File: config.mk
export PLATFORM = sky130hd
export DESIGN_NAME = iddo_ram
export DESIGN_NICKNAME = d
export VERILOG_FILES = /design/src/sv/iddo_ram.sv
export SDC_FILE = /design/constraint.sdc
export NUM_CORES = 2
export LEC_CHECK = 0
export BUFFER_PORTS_ARGS = -buffer_cell sky130_fd_sc_hd__clkbuf_2
export CELL_PAD_IN_SITES_DETAIL_PLACEMENT = 1
export CELL_PAD_IN_SITES_GLOBAL_PLACEMENT = 1
export CORE_UTILIZATION = 40
export DETAILED_ROUTE_END_ITERATION = 16
export PLACE_DENSITY_LB_ADDON = 0.3
export SLEW_MARGIN = 40
export SYNTH_ARGS = -nofsm -noshare
export SYNTH_HDL_FRONTEND = slang
export SYNTH_SLANG_ARGS = --single-unit
File: constraint.sdc
create_clock -name clk -period 6.73 [get_ports clk]
set_input_delay 1.0095 -clock clk [delete_from_list [all_inputs] [get_ports clk]]
set_output_delay 1.0095 -clock clk [all_outputs]
set_load 0.01 [all_outputs]
File: src/sv/iddo_ram.sv
// Generic simple dual-port RAM: one write port, one read port, registered read.
// No dependencies.
module iddo_ram #(
    parameter int WIDTH = 78,
    parameter int DEPTH = 32
) (
    input  logic                     clk,
    input  logic                     we,
    input  logic [$clog2(DEPTH)-1:0] waddr,
    input  logic [WIDTH-1:0]         wdata,
    input  logic [$clog2(DEPTH)-1:0] raddr,
    output logic [WIDTH-1:0]         rdata
);

    logic [WIDTH-1:0] mem [DEPTH];

    always_ff @(posedge clk)
    begin
        if (we)
        begin
            mem[waddr] <= wdata;
        end
        rdata <= mem[raddr];
    end

endmodule

==> key figures <==
Cells and area
  – Share of layout cells above drive strength 1: 0.2021
  – Nets: 4,962
  – Final Util: 0.4640
  – P&R area growth vs syn: 14.87%
  – Fill count: 21.74k

Critical path
  – Largest stage delay, worst path: 0.64 ns
  – Crit path max-delay family: buffers and inverters
  – Worst reg2reg path depth: 4
  – Crit end category: flip-flop
  – Crit-path max FO: 37
  – Stages on worst setup path: 7
  – Worst Path Required: 7.49 ns
  – CP Cell Sequence: buf_2 > buf_4 > nor2b_4 > buf_4 > a22oi_1 > a31oi_1 > nand3_1
  – CP most frequent cell: buf_4
  – Buffers & Inverters on Critical Path: 3
  – CP arrival: 3.61 ns
  – Slowest CP cell: buf_4
  – Setup CP Type: input pin to flip-flop
  – Startpoint types: input pin

Clock tree
  – Skew-Pair Late Insertion Delay: 0.90 ns
  – Hold_buf cts: 0
  – Max H-tree Level: 5
  – CTS tree: yes
  – Clock sink count: 2,574
  – Post-CTS setup buffer count: 0
  – CTS resizes: 0
  – Max Root-Sink Buffers: 4
  – Total CTS buffers: 278
  – Clk pin slew, worst setup/hold paths: 0.06 ns
  – Clock root cell: clkbuf_16

Synthesis
  – Synth Warn #: 0
  – Post-Syn Area: 96,430 µm²
  – Register area share after synthesis: 0.7934
  – Cells after synthesis: 4,562
  – Number of unique standard cell types used by synthesis: 29
  – Avg Cell Area, Syn: 21.14 µm²
  – Synth Register Bits: 2,574
  – Syn Nets: 4,652

Min path
  – Worst hold path type: flip-flop to flip-flop
  – Hold Path Stages: 4

Drt
  – First-pass DRT Iterations: 5
  – Routed wire length: 260.5 mm
  – Via density: 5.780
  – DRC: 0
  – Antenna Nets Post-Route: 0
  – Avg WL per Cell: 31.59 µm
  – DR vias: 47.65k
  – DRT iter0 DRCs: 4,806

Timing
  – Rel. slew slack: 0.4037
  – Fin crit period: 2.849 ns
  – Final Max Tran Viols: 0
  – Worst Tran Pin Value: 0.8945 ns
  – RSZ-0062 raised after global routing: false
  – Clock skew: 0.04099 ns
  – Setup TNS Final: 0 ns
  – Final Hold Viols: 0
  – Finish-stage setup viols: 0
  – Final worst path period share: 0.4233
  – F_max: 0.3510 GHz

Place
  – Port bufs: 167
  – Post-detail-place hpwl: 129.7 mm
  – Routability cong.: 0.7271

Power and ir drop
  – Clock Power Share: 0.427
  – Switch share: 0.2104
  – Leakage: 36.09 nW
  – Power density cells: 307.4 nW/µm²
  – Final Total Pwr: 34.05 mW
  – Pint: 26.88 mW
  – Max VDD drop: 0.2745 mV
  – Comb pwr share: 0.046
  – Reg power frac: 0.527
  – Net switching power: 7.164 mW

Floorplanning
  – Effective utilization at floorplan: 0.4039
  – DIE AREA: 243,100 µm²
  – Horiz. Die Dim: 493.0 µm
  – Core area: 238,700 µm²
  – Std-Cell Rows: 179
  – Chip height: 493.0 µm
  – I/O pin total: 168

Job
  – Max cap viols: 0

Status
  – Status: complete, no violations

GRT
  – Global-route wire length before repair: 368.0 mm
  – Initial antenna violation count: 24
  – Total grt overflow: 0
  – Largest net degree at the start of global routing: 102
  – GRT Util Overall: 0.2126
  – Vias in the first global route: 49.75k
[layout by cell type (no fill, tap or decap), drive strengths merged, types with 45 or more instances in the layout]
cell    count
mux4      312
a22oi     419
nand4      45
clkinv     65
dfxtp      78
nand3     147
buf       127
edfxtp   2496
mux2i     624
clkbuf    558
[through the flow]
step	setup WS, ns	instances	area (µm²)	hold slack, ns
floorplan	1.291	4562	96440	0.6440
global placement	2.756	7727	101500	0.6637
detailed placement	2.878	7758	102200	0.6844
CTS	3.844	8238	110700	0.6435
global route	3.731	8243	110800	0.7183
finish	3.881	8245	110800	0.6878
[state kept, by name, indices dropped and copies added (netlist names)]
| name | cells |
|---|---|
| rdata | 78 |
| mem | 2496 |
[cell type report]
| class | count | area (µm²) | share of cell area |
|---|---|---|---|
| Sequential cell | 2574 | 76510 | 0.6907 |
| Multi-Input combinational cell | 1729 | 18990 | 0.1715 |
| Clock inverter | 84 | 690.7 | 0.006235 |
| Antenna cell | 6 | 15.01 | 0.0001355 |
| Timing Repair Buffer | 289 | 2758 | 0.02489 |
| Clock buffer | 396 | 7841 | 0.07079 |
| Tap cell | 3167 | 3963 | 0.03577 |
[tightest hold or removal path, delay by kind of cell (launching register included)]
family | cells | cell delay, ns
AO/OA/AOI/OAI | 2 | 0.23
flip-flops | 1 | 0.32
multiplexers | 1 | 0.07
AND/OR/NAND/NOR | 1 | 0.05
[routing by layer]
layer,up-vias,GRT usage,wire length (µm)
met4,14,0.06117,6621
met3,408,0.03358,14680
li1,19770,-,-
met1,25890,0.2852,109100
met2,1573,0.3581,130000
met5,-,0,80
[synth_stat cells (all sizes together)]
cell	n	area [µm²]
a32oi	5	43.79
nand3b	5	37.54
dfxtp	78	1562
nor3	3	15.01
a22oi	419	3146
nand3	147	735.7
clkbuf	118	450.4
nor3b	1	12.51
a31oi	44	275.3
and3b	2	17.52
mux4	312	7027
mux2i	624	6246
and2b	1	7.510
edfxtp	2496	74950
or3b	3	26.28
nor2b	18	112.6
or3	1	6.260
nor2	41	158.9
nand4	45	281.5
nand2	2	7.510
and3	2	12.51
buf	141	854.6
a22o	44	385.4
and2	10	62.56
[logic make-up after synthesis]
group                  synth area share
AO/OA/AOI/OAI                   0.03992
buffers and inverters           0.01353
flip-flops                       0.7934
multiplexers                     0.1376
AND/OR/NAND/NOR                 0.01549
[worst paths after layout]
path / from / endpoint / slack (ns)
worst max-delay path: raddr[4] / rdata[16]$_DFF_P_ / 3.88
worst min-delay path: mem[19][3]$_DFFE_PP_ / rdata[3]$_DFF_P_ / 0.69
worst max register to register: mem[15][24]$_DFFE_PP_ / rdata[24]$_DFF_P_ / 5.14
worst min register to register: mem[19][3]$_DFFE_PP_ / rdata[3]$_DFF_P_ / 0.69
[power groups by stage]
stage | sequential, mW | combinational (mW) | clock [mW]
after floorplan | 18.3 | 0.830 | 0
after global placement | 18.3 | 1.52 | 0
after detailed placement | 18.3 | 1.59 | 0
after CTS | 17.9 | 1.59 | 14.8
after global routing | 18.0 | 1.68 | 15.3
final | 17.9 | 1.57 | 14.5
No activity file was read; power rests on OpenSTA's default activity.
