**src/sv/iddo_pkg.sv**
```systemverilog
// Shared types, codes and the rectangle side classifier of the depth-order table.
// Depends on nothing; iddo_ctrl, the top level and the testbench import it.
package iddo_pkg;

    localparam int POS_W = 7;
    localparam int ID_W  = 16;

    typedef enum logic [1:0] {
        CMD_INSERT = 2'd0,
        CMD_REMOVE = 2'd1,
        CMD_LIST   = 2'd2
    } cmd_t;

    typedef enum logic [1:0] {
        ST_OK        = 2'd0,
        ST_FULL      = 2'd1,
        ST_NOT_FOUND = 2'd2,
        ST_EMPTY     = 2'd3
    } status_t;

    typedef struct packed {
        logic        [14:0] size_h;
        logic        [14:0] size_w;
        logic signed [15:0] pos_y;
        logic signed [15:0] pos_x;
    } rect_t;

    typedef struct packed {
        logic [ID_W-1:0] id;
        rect_t           rect;
    } entry_t;

    typedef struct packed {
        logic [1:0]       status;
        logic [POS_W-1:0] order_pos;
        logic [ID_W-1:0]  out_id;
        logic             last;
    } rsp_t;

    // +1 when the new span starts at or past the stored far edge,
    // -1 when it ends at or before the stored near edge, else 0.
    function automatic logic signed [1:0] axis_side(
        logic signed [15:0] s_lo,
        logic        [14:0] s_len,
        logic signed [15:0] n_lo,
        logic        [14:0] n_len
    );
        logic signed [17:0] sl;
        logic signed [17:0] nl;
        logic signed [17:0] s_hi;
        logic signed [17:0] n_hi;
        sl   = 18'(s_lo);
        nl   = 18'(n_lo);
        s_hi = sl + signed'(18'({1'b0, s_len}));
        n_hi = nl + signed'(18'({1'b0, n_len}));
        if (nl >= s_hi) begin
            return 2'sd1;
        end else if (n_hi <= sl) begin
            return -2'sd1;
        end
        return 2'sd0;
    endfunction

    function automatic logic signed [2:0] side_of(rect_t stored, rect_t fresh);
        logic signed [1:0] sx;
        logic signed [1:0] sy;
        sx = axis_side(stored.pos_x, stored.size_w, fresh.pos_x, fresh.size_w);
        sy = axis_side(stored.pos_y, stored.size_h, fresh.pos_y, fresh.size_h);
        return 3'(sx) + 3'(sy);
    endfunction

endpackage

```
**src/sv/iddo_intf.sv**
```systemverilog
// Valid/ready channel interfaces of the depth-order table: command and result.
// Standalone; widths follow the field list of the block.
interface iddo_req_if;
    logic               valid;
    logic               ready;
    logic [1:0]         cmd;
    logic signed [15:0] pos_x;
    logic signed [15:0] pos_y;
    logic [14:0]        size_w;
    logic [14:0]        size_h;
    logic [15:0]        entry_id;

    modport source (output valid, cmd, pos_x, pos_y, size_w, size_h, entry_id,
                    input ready);
    modport sink   (input valid, cmd, pos_x, pos_y, size_w, size_h, entry_id,
                    output ready);
endinterface


```
**src/sv/iddo_ctrl.sv**
```systemverilog
// Sequencer of the depth-order table: scans the table RAM, splits it through
// the scratch RAM on insert, shifts on remove and streams list results.
// Depends on iddo_pkg and iddo_intf.
module iddo_ctrl #(
    parameter int DEPTH = 32
) (
    input  logic                     clk,
    input  logic                     rst_n,
    iddo_req_if.sink                 req,
    output logic                     main_we,
    output logic [$clog2(DEPTH)-1:0] main_waddr,
    output iddo_pkg::entry_t         main_wdata,
    output logic [$clog2(DEPTH)-1:0] main_raddr,
    input  iddo_pkg::entry_t         main_rdata,
    output logic                     scr_we,
    output logic [$clog2(DEPTH)-1:0] scr_waddr,
    output iddo_pkg::entry_t         scr_wdata,
    output logic [$clog2(DEPTH)-1:0] scr_raddr,
    input  iddo_pkg::entry_t         scr_rdata,
    output logic                     res_push,
    output iddo_pkg::rsp_t           res,
    input  logic                     res_free
);

    import iddo_pkg::*;

    localparam int AW = $clog2(DEPTH);
    localparam int CW = $clog2(DEPTH + 1);

    typedef enum logic [9:0] {
        S_IDLE = 10'b00_0000_0001,
        S_CHK  = 10'b00_0000_0010,
        S_DEC  = 10'b00_0000_0100,
        S_APP  = 10'b00_0000_1000,
        S_PASS = 10'b00_0001_0000,
        S_NEW  = 10'b00_0010_0000,
        S_BACK = 10'b00_0100_0000,
        S_REM  = 10'b00_1000_0000,
        S_LIST = 10'b01_0000_0000,
        S_RESP = 10'b10_0000_0000
    } state_t;

    state_t          state_reg, state_next;
    logic [CW-1:0]   cnt_reg, cnt_next;
    logic [CW-1:0]   idx_reg, idx_next;
    logic [CW-1:0]   pidx_reg, pidx_next;
    logic [CW-1:0]   wp_reg, wp_next;
    logic [CW-1:0]   bp_reg, bp_next;
    logic            rv_reg, rv_next;
    logic            back_seen_reg, back_seen_next;
    logic            found_reg, found_next;
    logic [1:0]      stat_reg, stat_next;
    rect_t           rect_reg, rect_next;
    logic [ID_W-1:0] id_reg, id_next;

    logic [CW-1:0]   idx_inc;
    logic [CW-1:0]   prev_idx;
    logic [CW-1:0]   last_idx;
    logic signed [2:0] side;
    logic            issue;
    logic            adv;
    logic            to_back;
    entry_t          fresh;

    assign idx_inc  = idx_reg + CW'(1);
    assign prev_idx = pidx_reg - CW'(1);
    assign last_idx = cnt_reg - CW'(1);
    assign side     = side_of(main_rdata.rect, rect_reg);
    assign to_back  = (side > 3'sd0) || ((side == 3'sd0) && back_seen_reg);
    assign fresh    = '{id: id_reg, rect: rect_reg};
    assign adv      = rv_reg && res_free;
    assign req.ready = (state_reg == S_IDLE);

    always_comb
    begin
        state_next     = state_reg;
        cnt_next       = cnt_reg;
        idx_next       = idx_reg;
        pidx_next      = idx_reg;
        wp_next        = wp_reg;
        bp_next        = bp_reg;
        rv_next        = 1'b0;
        back_seen_next = back_seen_reg;
        found_next     = found_reg;
        stat_next      = stat_reg;
        rect_next      = rect_reg;
        id_next        = id_reg;
        issue          = 1'b0;
        main_we        = 1'b0;
        main_waddr     = wp_reg[AW-1:0];
        main_wdata     = fresh;
        main_raddr     = idx_reg[AW-1:0];
        scr_we         = 1'b0;
        scr_waddr      = bp_reg[AW-1:0];
        scr_wdata      = main_rdata;
        scr_raddr      = idx_reg[AW-1:0];
        res_push       = 1'b0;
        res            = '{status: stat_reg, order_pos: '0, out_id: id_reg, last: 1'b1};

        case (state_reg)
            S_IDLE:
            begin
                if (req.valid)
                begin
                    rect_next      = '{size_h: req.size_h, size_w: req.size_w,
                                       pos_y: req.pos_y, pos_x: req.pos_x};
                    id_next        = req.entry_id;
                    idx_next       = '0;
                    wp_next        = '0;
                    bp_next        = '0;
                    back_seen_next = 1'b0;
                    found_next     = 1'b0;
                    case (req.cmd)
                        CMD_INSERT:
                        begin
                            if (cnt_reg >= CW'(DEPTH))
                            begin
                                stat_next  = ST_FULL;
                                state_next = S_RESP;
                            end else if (cnt_reg == '0)
                            begin
                                state_next = S_APP;
                            end else
                            begin
                                state_next = S_CHK;
                            end
                        end
                        CMD_REMOVE:
                        begin
                            state_next = S_REM;
                        end
                        CMD_LIST:
                        begin
                            if (cnt_reg == '0)
                            begin
                                stat_next  = ST_EMPTY;
                                id_next    = '0;
                                state_next = S_RESP;
                            end else
                            begin
                                state_next = S_LIST;
                            end
                        end
                        default:
                        begin
                            state_next = S_IDLE;
                        end
                    endcase
                end
            end

            S_CHK:
            begin
                main_raddr = last_idx[AW-1:0];
                state_next = S_DEC;
            end

            S_DEC:
            begin
                // A new rectangle in front of the last entry simply goes to the end.
                if (side < 3'sd0)
                begin
                    state_next = S_APP;
                end else
                begin
                    state_next = S_PASS;
                end
            end

            S_APP:
            begin
                main_we    = 1'b1;
                main_waddr = cnt_reg[AW-1:0];
                cnt_next   = cnt_reg + CW'(1);
                stat_next  = ST_OK;
                state_next = S_RESP;
            end

            S_PASS:
            begin
                // Front entries are compacted in place; the write pointer never
                // passes the read pointer. Back entries park in the scratch RAM.
                issue = (idx_reg < cnt_reg);
                if (issue)
                begin
                    idx_next = idx_inc;
                    rv_next  = 1'b1;
                end
                if (rv_reg)
                begin
                    if (side > 3'sd0)
                    begin
                        back_seen_next = 1'b1;
                    end
                    if (to_back)
                    begin
                        scr_we  = 1'b1;
                        bp_next = bp_reg + CW'(1);
                    end else
                    begin
                        main_we    = 1'b1;
                        main_wdata = main_rdata;
                        wp_next    = wp_reg + CW'(1);
                    end
                end
                if (!issue)
                begin
                    state_next = S_NEW;
                end
            end

            S_NEW:
            begin
                main_we    = 1'b1;
                wp_next    = wp_reg + CW'(1);
                idx_next   = '0;
                state_next = S_BACK;
            end

            S_BACK:
            begin
                issue = (idx_reg < bp_reg);
                if (issue)
                begin
                    idx_next = idx_inc;
                    rv_next  = 1'b1;
                end
                if (rv_reg)
                begin
                    main_we    = 1'b1;
                    main_wdata = scr_rdata;
                    wp_next    = wp_reg + CW'(1);
                end
                if (!issue)
                begin
                    cnt_next   = cnt_reg + CW'(1);
                    stat_next  = ST_OK;
                    state_next = S_RESP;
                end
            end

            S_REM:
            begin
                // After the match every later entry moves down by one.
                issue = (idx_reg < cnt_reg);
                if (issue)
                begin
                    idx_next = idx_inc;
                    rv_next  = 1'b1;
                end
                if (rv_reg)
                begin
                    if (found_reg)
                    begin
                        main_we    = 1'b1;
                        main_waddr = prev_idx[AW-1:0];
                        main_wdata = main_rdata;
                    end else if (main_rdata.id == id_reg)
                    begin
                        found_next = 1'b1;
                    end
                end
                if (!issue)
                begin
                    if (found_next)
                    begin
                        cnt_next  = last_idx;
                        stat_next = ST_OK;
                    end else
                    begin
                        stat_next = ST_NOT_FOUND;
                    end
                    state_next = S_RESP;
                end
            end

            S_LIST:
            begin
                // The read address runs one entry ahead whenever a result leaves.
                rv_next = 1'b1;
                if (adv)
                begin
                    main_raddr = idx_inc[AW-1:0];
                    idx_next   = idx_inc;
                    res_push   = 1'b1;
                    res        = '{status: ST_OK, order_pos: POS_W'(idx_inc),
                                   out_id: main_rdata.id, last: (idx_inc == cnt_reg)};
                    if (idx_inc == cnt_reg)
                    begin
                        state_next = S_IDLE;
                    end
                end
            end

            S_RESP:
            begin
                if (res_free)
                begin
                    res_push   = 1'b1;
                    state_next = S_IDLE;
                end
            end

            default:
            begin
                state_next = S_IDLE;
            end
        endcase
    end

    always_ff @(posedge clk or negedge rst_n)
    begin
        if (!rst_n)
        begin
            state_reg     <= S_IDLE;
            cnt_reg       <= '0;
            idx_reg       <= '0;
            pidx_reg      <= '0;
            wp_reg        <= '0;
            bp_reg        <= '0;
            rv_reg        <= 1'b0;
            back_seen_reg <= 1'b0;
            found_reg     <= 1'b0;
        end else
        begin
            state_reg     <= state_next;
            cnt_reg       <= cnt_next;
            idx_reg       <= idx_next;
            pidx_reg      <= pidx_next;
            wp_reg        <= wp_next;
            bp_reg        <= bp_next;
            rv_reg        <= rv_next;
            back_seen_reg <= back_seen_next;
            found_reg     <= found_next;
        end
    end

    always_ff @(posedge clk)
    begin
        stat_reg <= stat_next;
        rect_reg <= rect_next;
        id_reg   <= id_next;
    end

    a_cnt_bound: assert property (@(posedge clk) disable iff (!rst_n)
        cnt_reg <= CW'(DEPTH))
        else $error("entry count exceeds table depth");

    a_idle_quiet: assert property (@(posedge clk) disable iff (!rst_n)
        (state_reg == S_IDLE) |-> (!main_we && !scr_we))
        else $error("RAM write while idle");

    a_push_room: assert property (@(posedge clk) disable iff (!rst_n)
        res_push |-> res_free)
        else $error("result pushed into a full output stage");

    a_list_cont: assert property (@(posedge clk) disable iff (!rst_n)
        (state_reg == S_LIST && res_push && !res.last) |=> (state_reg == S_LIST))
        else $error("list stream ended before its last entry");

    a_front_behind: assert property (@(posedge clk) disable iff (!rst_n)
        (state_reg == S_PASS && main_we) |-> (wp_reg <= pidx_reg))
        else $error("compaction write overtook the scan");

endmodule

```
**src/flat_wrapper.sv**
```systemverilog
// flat-port wrapper written by rule: the top's interface ports become plain ports
module iddo_ctrl_flat import iddo_pkg::*;
#(
    parameter int DEPTH = 32
)
  (clk, rst_n, main_we, main_waddr, main_wdata, main_raddr, main_rdata, scr_we, scr_waddr, scr_wdata, scr_raddr, scr_rdata, res_push, res, res_free, req_valid, req_cmd, req_pos_x, req_pos_y, req_size_w, req_size_h, req_entry_id, req_ready);
  iddo_req_if req_i ();
  input  logic clk;
  input  logic rst_n;
  output logic main_we;
  output logic [$clog2(DEPTH)-1:0] main_waddr;
  output iddo_pkg::entry_t main_wdata;
  output logic [$clog2(DEPTH)-1:0] main_raddr;
  input  iddo_pkg::entry_t main_rdata;
  output logic scr_we;
  output logic [$clog2(DEPTH)-1:0] scr_waddr;
  output iddo_pkg::entry_t scr_wdata;
  output logic [$clog2(DEPTH)-1:0] scr_raddr;
  input  iddo_pkg::entry_t scr_rdata;
  output logic res_push;
  output iddo_pkg::rsp_t res;
  input  logic res_free;
  input wire logic [$bits(req_i.valid)-1:0] req_valid;
  input wire logic [$bits(req_i.cmd)-1:0] req_cmd;
  input wire logic [$bits(req_i.pos_x)-1:0] req_pos_x;
  input wire logic [$bits(req_i.pos_y)-1:0] req_pos_y;
  input wire logic [$bits(req_i.size_w)-1:0] req_size_w;
  input wire logic [$bits(req_i.size_h)-1:0] req_size_h;
  input wire logic [$bits(req_i.entry_id)-1:0] req_entry_id;
  output wire logic [$bits(req_i.ready)-1:0] req_ready;
  assign req_i.valid = req_valid;
  assign req_i.cmd = req_cmd;
  assign req_i.pos_x = req_pos_x;
  assign req_i.pos_y = req_pos_y;
  assign req_i.size_w = req_size_w;
  assign req_i.size_h = req_size_h;
  assign req_i.entry_id = req_entry_id;
  assign req_ready = req_i.ready;
  iddo_ctrl #(.DEPTH(DEPTH)) u_core (.clk(clk), .rst_n(rst_n), .req(req_i), .main_we(main_we), .main_waddr(main_waddr), .main_wdata(main_wdata), .main_raddr(main_raddr), .main_rdata(main_rdata), .scr_we(scr_we), .scr_waddr(scr_waddr), .scr_wdata(scr_wdata), .scr_raddr(scr_raddr), .scr_rdata(scr_rdata), .res_push(res_push), .res(res), .res_free(res_free));
endmodule
```
**config.mk**
```make
export PLATFORM = sky130hd
export DESIGN_NAME = iddo_ctrl_flat
export DESIGN_NICKNAME = d
export VERILOG_FILES = /design/src/sv/iddo_pkg.sv /design/src/sv/iddo_intf.sv /design/src/sv/iddo_ctrl.sv /design/src/flat_wrapper.sv
export SDC_FILE = /design/constraint.sdc
export NUM_CORES = 1
export LEC_CHECK = 0
export ABC_AREA = 1
export BUFFER_PORTS_ARGS = -buffer_cell sky130_fd_sc_hd__buf_2
export CORE_ASPECT_RATIO = 0.7
export CORE_MARGIN = 2
export CORE_UTILIZATION = 50
export CTS_CLUSTER_SIZE = 28
export DETAILED_ROUTE_END_ITERATION = 8
export HOLD_SLACK_MARGIN = 0.12
export PLACE_DENSITY = 0.79
export SKIP_LAST_GASP = 1
export SLEW_MARGIN = 20
export SYNTH_ARGS = -nofsm -noshare
export SYNTH_HDL_FRONTEND = slang
export SYNTH_SLANG_ARGS = --single-unit
```
**constraint.sdc**
```tcl
create_clock -name clk -period 10.02 [get_ports clk]
set_input_delay 0 -clock clk [delete_from_list [all_inputs] [get_ports clk]]
set_output_delay 0 -clock clk [all_outputs]
set_load 0.05 [all_outputs]
```
==> impl_metrics.ini <==
[status]
status = complete, no violations

[power_and_ir_drop]
ir_drop_mv = 0.154
p_total_w = 0.00427
power.leakage_nw = 8.84
pwr_density_cell_mw_per_mm2 = 257

[setup_path]
arrival_ns = 6.86
crit_path_end_kind = output port
crit_required_ns = 10.02
critPathLaunchType = flip-flop
crit_type = reg -> out
crit_fanout = 79

[clock_network]
htree_levels = 4
numCtsBuffers = 17
clock_latency_ns = 0.44
clk_pin_slew_ns = 0.07
ctsResizeCount = 0
cts-hold-fix-buffers = 86
cts_sinks = 121
clockRootBuffer = clkbuf_16
post_cts_buffers = 0
cts_tree = built
clock_path_buffers = 2

[synth]
synth.avg_cell_area_um2 = 6.84
synth.distinct_cells = 49
synthFlopType = edfxtp_1
synth_seq_cells = 121
synthArstFlopShare = 0.339
synth_nets = 2334
synth_seq_area_share = 0.258
synth_top_cell_area_share = 0.181
synth_edf_count = 80
yosys_warnings = 0
syn-cell-area_mm2 = 0.0133
synth_area_leaders = edfxtp_1 18%, nand2_1 15%, ha_1 14%
yosysTopAreaCell = edfxtp_1
syn_inst = 1941

[routing]
drtPass1Iterations = 6
routed_via_density = 5.49
drc = 0
vias = 15040
ant_nets = 0
wl_um = 49100
wire_per_inst_um = 17.9
drtIter0Drc = 1232

[grt]
track_usage = 0.342
grt_pass1_wl_um = 74300
grt_max_degree = 83
antenna_found_initial = 5
gr-total-overflow = 0
grt_pass1_vias = 14113

[finish]
area_growth_syn_to_layout_pct = 25.1
final_nets = 2758
layout-drive-gt1-share = 0.212
layout_commonest_cell = nand2_1
multi_input_area_mm2 = 0.00810
nFillCells = 2322
final_cell_mix = 531 x nand2_1, 444 x buf_2, 249 x nand3_1
largest_reg_flops = 62
final-seq-area_mm2 = 0.00343

[sta]
rsz0062_at_grt = no
fin_skew_ns = 0.0179
drv_slew = 0
fin_crit_ns = 6.86
setup_tns_ns = 0
setup_viol = 0
hold_viol_final = 0
post-route-period-util = 0.685
worstMarginPinSlew_ns = 1.13
slew_headroom = 0.250
final.setup.worst_slack_ns = 3.16
fmax_ghz = 0.146

[die]
initial_core_util = 0.513
die_x_um = 199
dieArea_mm2 = 0.0279
die_y_um = 140
fp.coreArea_mm2 = 0.0259
ios = 446
rows = 49

[place]
post-dp-hpwl_um = 37600
gp_congestion = 0.993
dp_slack_ns = 3.74
port_buffers = 444

[run]
max_cap_violations = 0

[min_path]
hold_class = in -> reg
worst max-delay path, stage by stage, from the launching register on:
cell and delay (ns):
edfxtp_1 0.50, ha_1 0.21, inv_1 0.05, fa_1 0.41
nor3_1 0.20, nor2_1 0.10, o21ai_0 0.37, nand2_1 0.10
nand2_1 0.13, a21oi_1 0.08, ha_1 0.36, nand4_1 0.16
nor2_1 0.17, nand4_1 0.12, nand3_1 0.10, nand2_1 0.07
nand3_1 0.08, ha_1 0.14, inv_1 0.05, fa_1 0.49
a21oi_1 0.08, a21oi_1 0.29, nand4_1 0.23, o21ai_4 0.16
buf_4 0.68, nand3_1 0.50, nand3_1 0.18, buf_2 0.28
path summary, 6_finish.rpt:
kind | depth (start not counted) | to | slack, ns | start
worst max-delay path | 27 | main_wdata[32] | 3.16 | u_core.fresh[0]
worst min-delay path | 6 | u_core.found_reg | 0.15 | main_rdata[70]
worst max register to register | 27 | u_core.wp_reg[3] | 4.61 | u_core.fresh[0]
worst min register to register | 2 | u_core.back_seen_reg | 0.50 | u_core.back_seen_reg
max in group asynchronous | 2 | u_core.pidx_reg[4] | 9.09 | rst_n
min in group asynchronous | 2 | u_core.cnt_reg[1] | 0.30 | rst_n
where the power goes:
part | internal, W | switching [W] | total, W
Clock | 0.000391 | 0.000267 | 0.000658
Combinational | 0.000847 | 0.00192 | 0.00277
Sequential | 0.000701 | 0.000146 | 0.000846
Yosys cell counts (all sizes together), types with 30 or more instances:
| library cell | count |
|---|---|
| xnor2 | 30 |
| buf | 110 |
| xor2 | 35 |
| inv | 240 |
| nand4 | 32 |
| nand3 | 253 |
| o21ai | 85 |
| dfrtp | 40 |
| edfxtp | 80 |
| ha | 148 |
| nor2 | 156 |
| nand2 | 533 |
| a21oi | 97 |
metrics by stage:
| step | area [um^2] | util | instances | hold WS, ns |
|---|---|---|---|---|
| after floorplan | 13300 | - | 1941 | -0.296 |
| after global placement | 15100 | 0.585 | 2617 | 0.177 |
| after detailed placement | 15100 | 0.585 | 2617 | 0.178 |
| after CTS | 16600 | 0.642 | 2735 | 0.122 |
| after global routing | 16600 | 0.642 | 2739 | 0.180 |
| final | 16600 | 0.642 | 2741 | 0.147 |
cell families (layout without fill, tap and decap cells):
group / after synthesis / after routing / synth area share
and+or+nand+nor: 1005 / 1005 / 0.324
buffers and inverters: 371 / 808 / 0.134
AOI/OAI and AO/OA: 225 / 225 / 0.0939
adders and majority gates: 153 / 153 / 0.147
DFF: 121 / 121 / 0.258
xor gates and xnor gates: 65 / 65 / 0.0429
other: 1 / 7 / 0.000282
cell type report:
class	instances	share of cell area
inverters	241	0.0544
diodes	6	0.000903
clock buffers	17	0.0256
clock inverters	15	0.0108
multi-input cells	1449	0.487
repair buffers	535	0.188
flip-flops and latches	121	0.206
well taps	357	0.0269
per-layer routing:
metal / up-vias / part of all wire / track usage
met5: - / 0 / 0
met3: 87 / 0.093 / 0.0665
li1: 7190 / - / -
met2: 764 / 0.45 / 0.537
met4: 0 / 0.033 / 0.128
met1: 6999 / 0.43 / 0.465
Note: power is estimated with default switching activity, not from simulation.
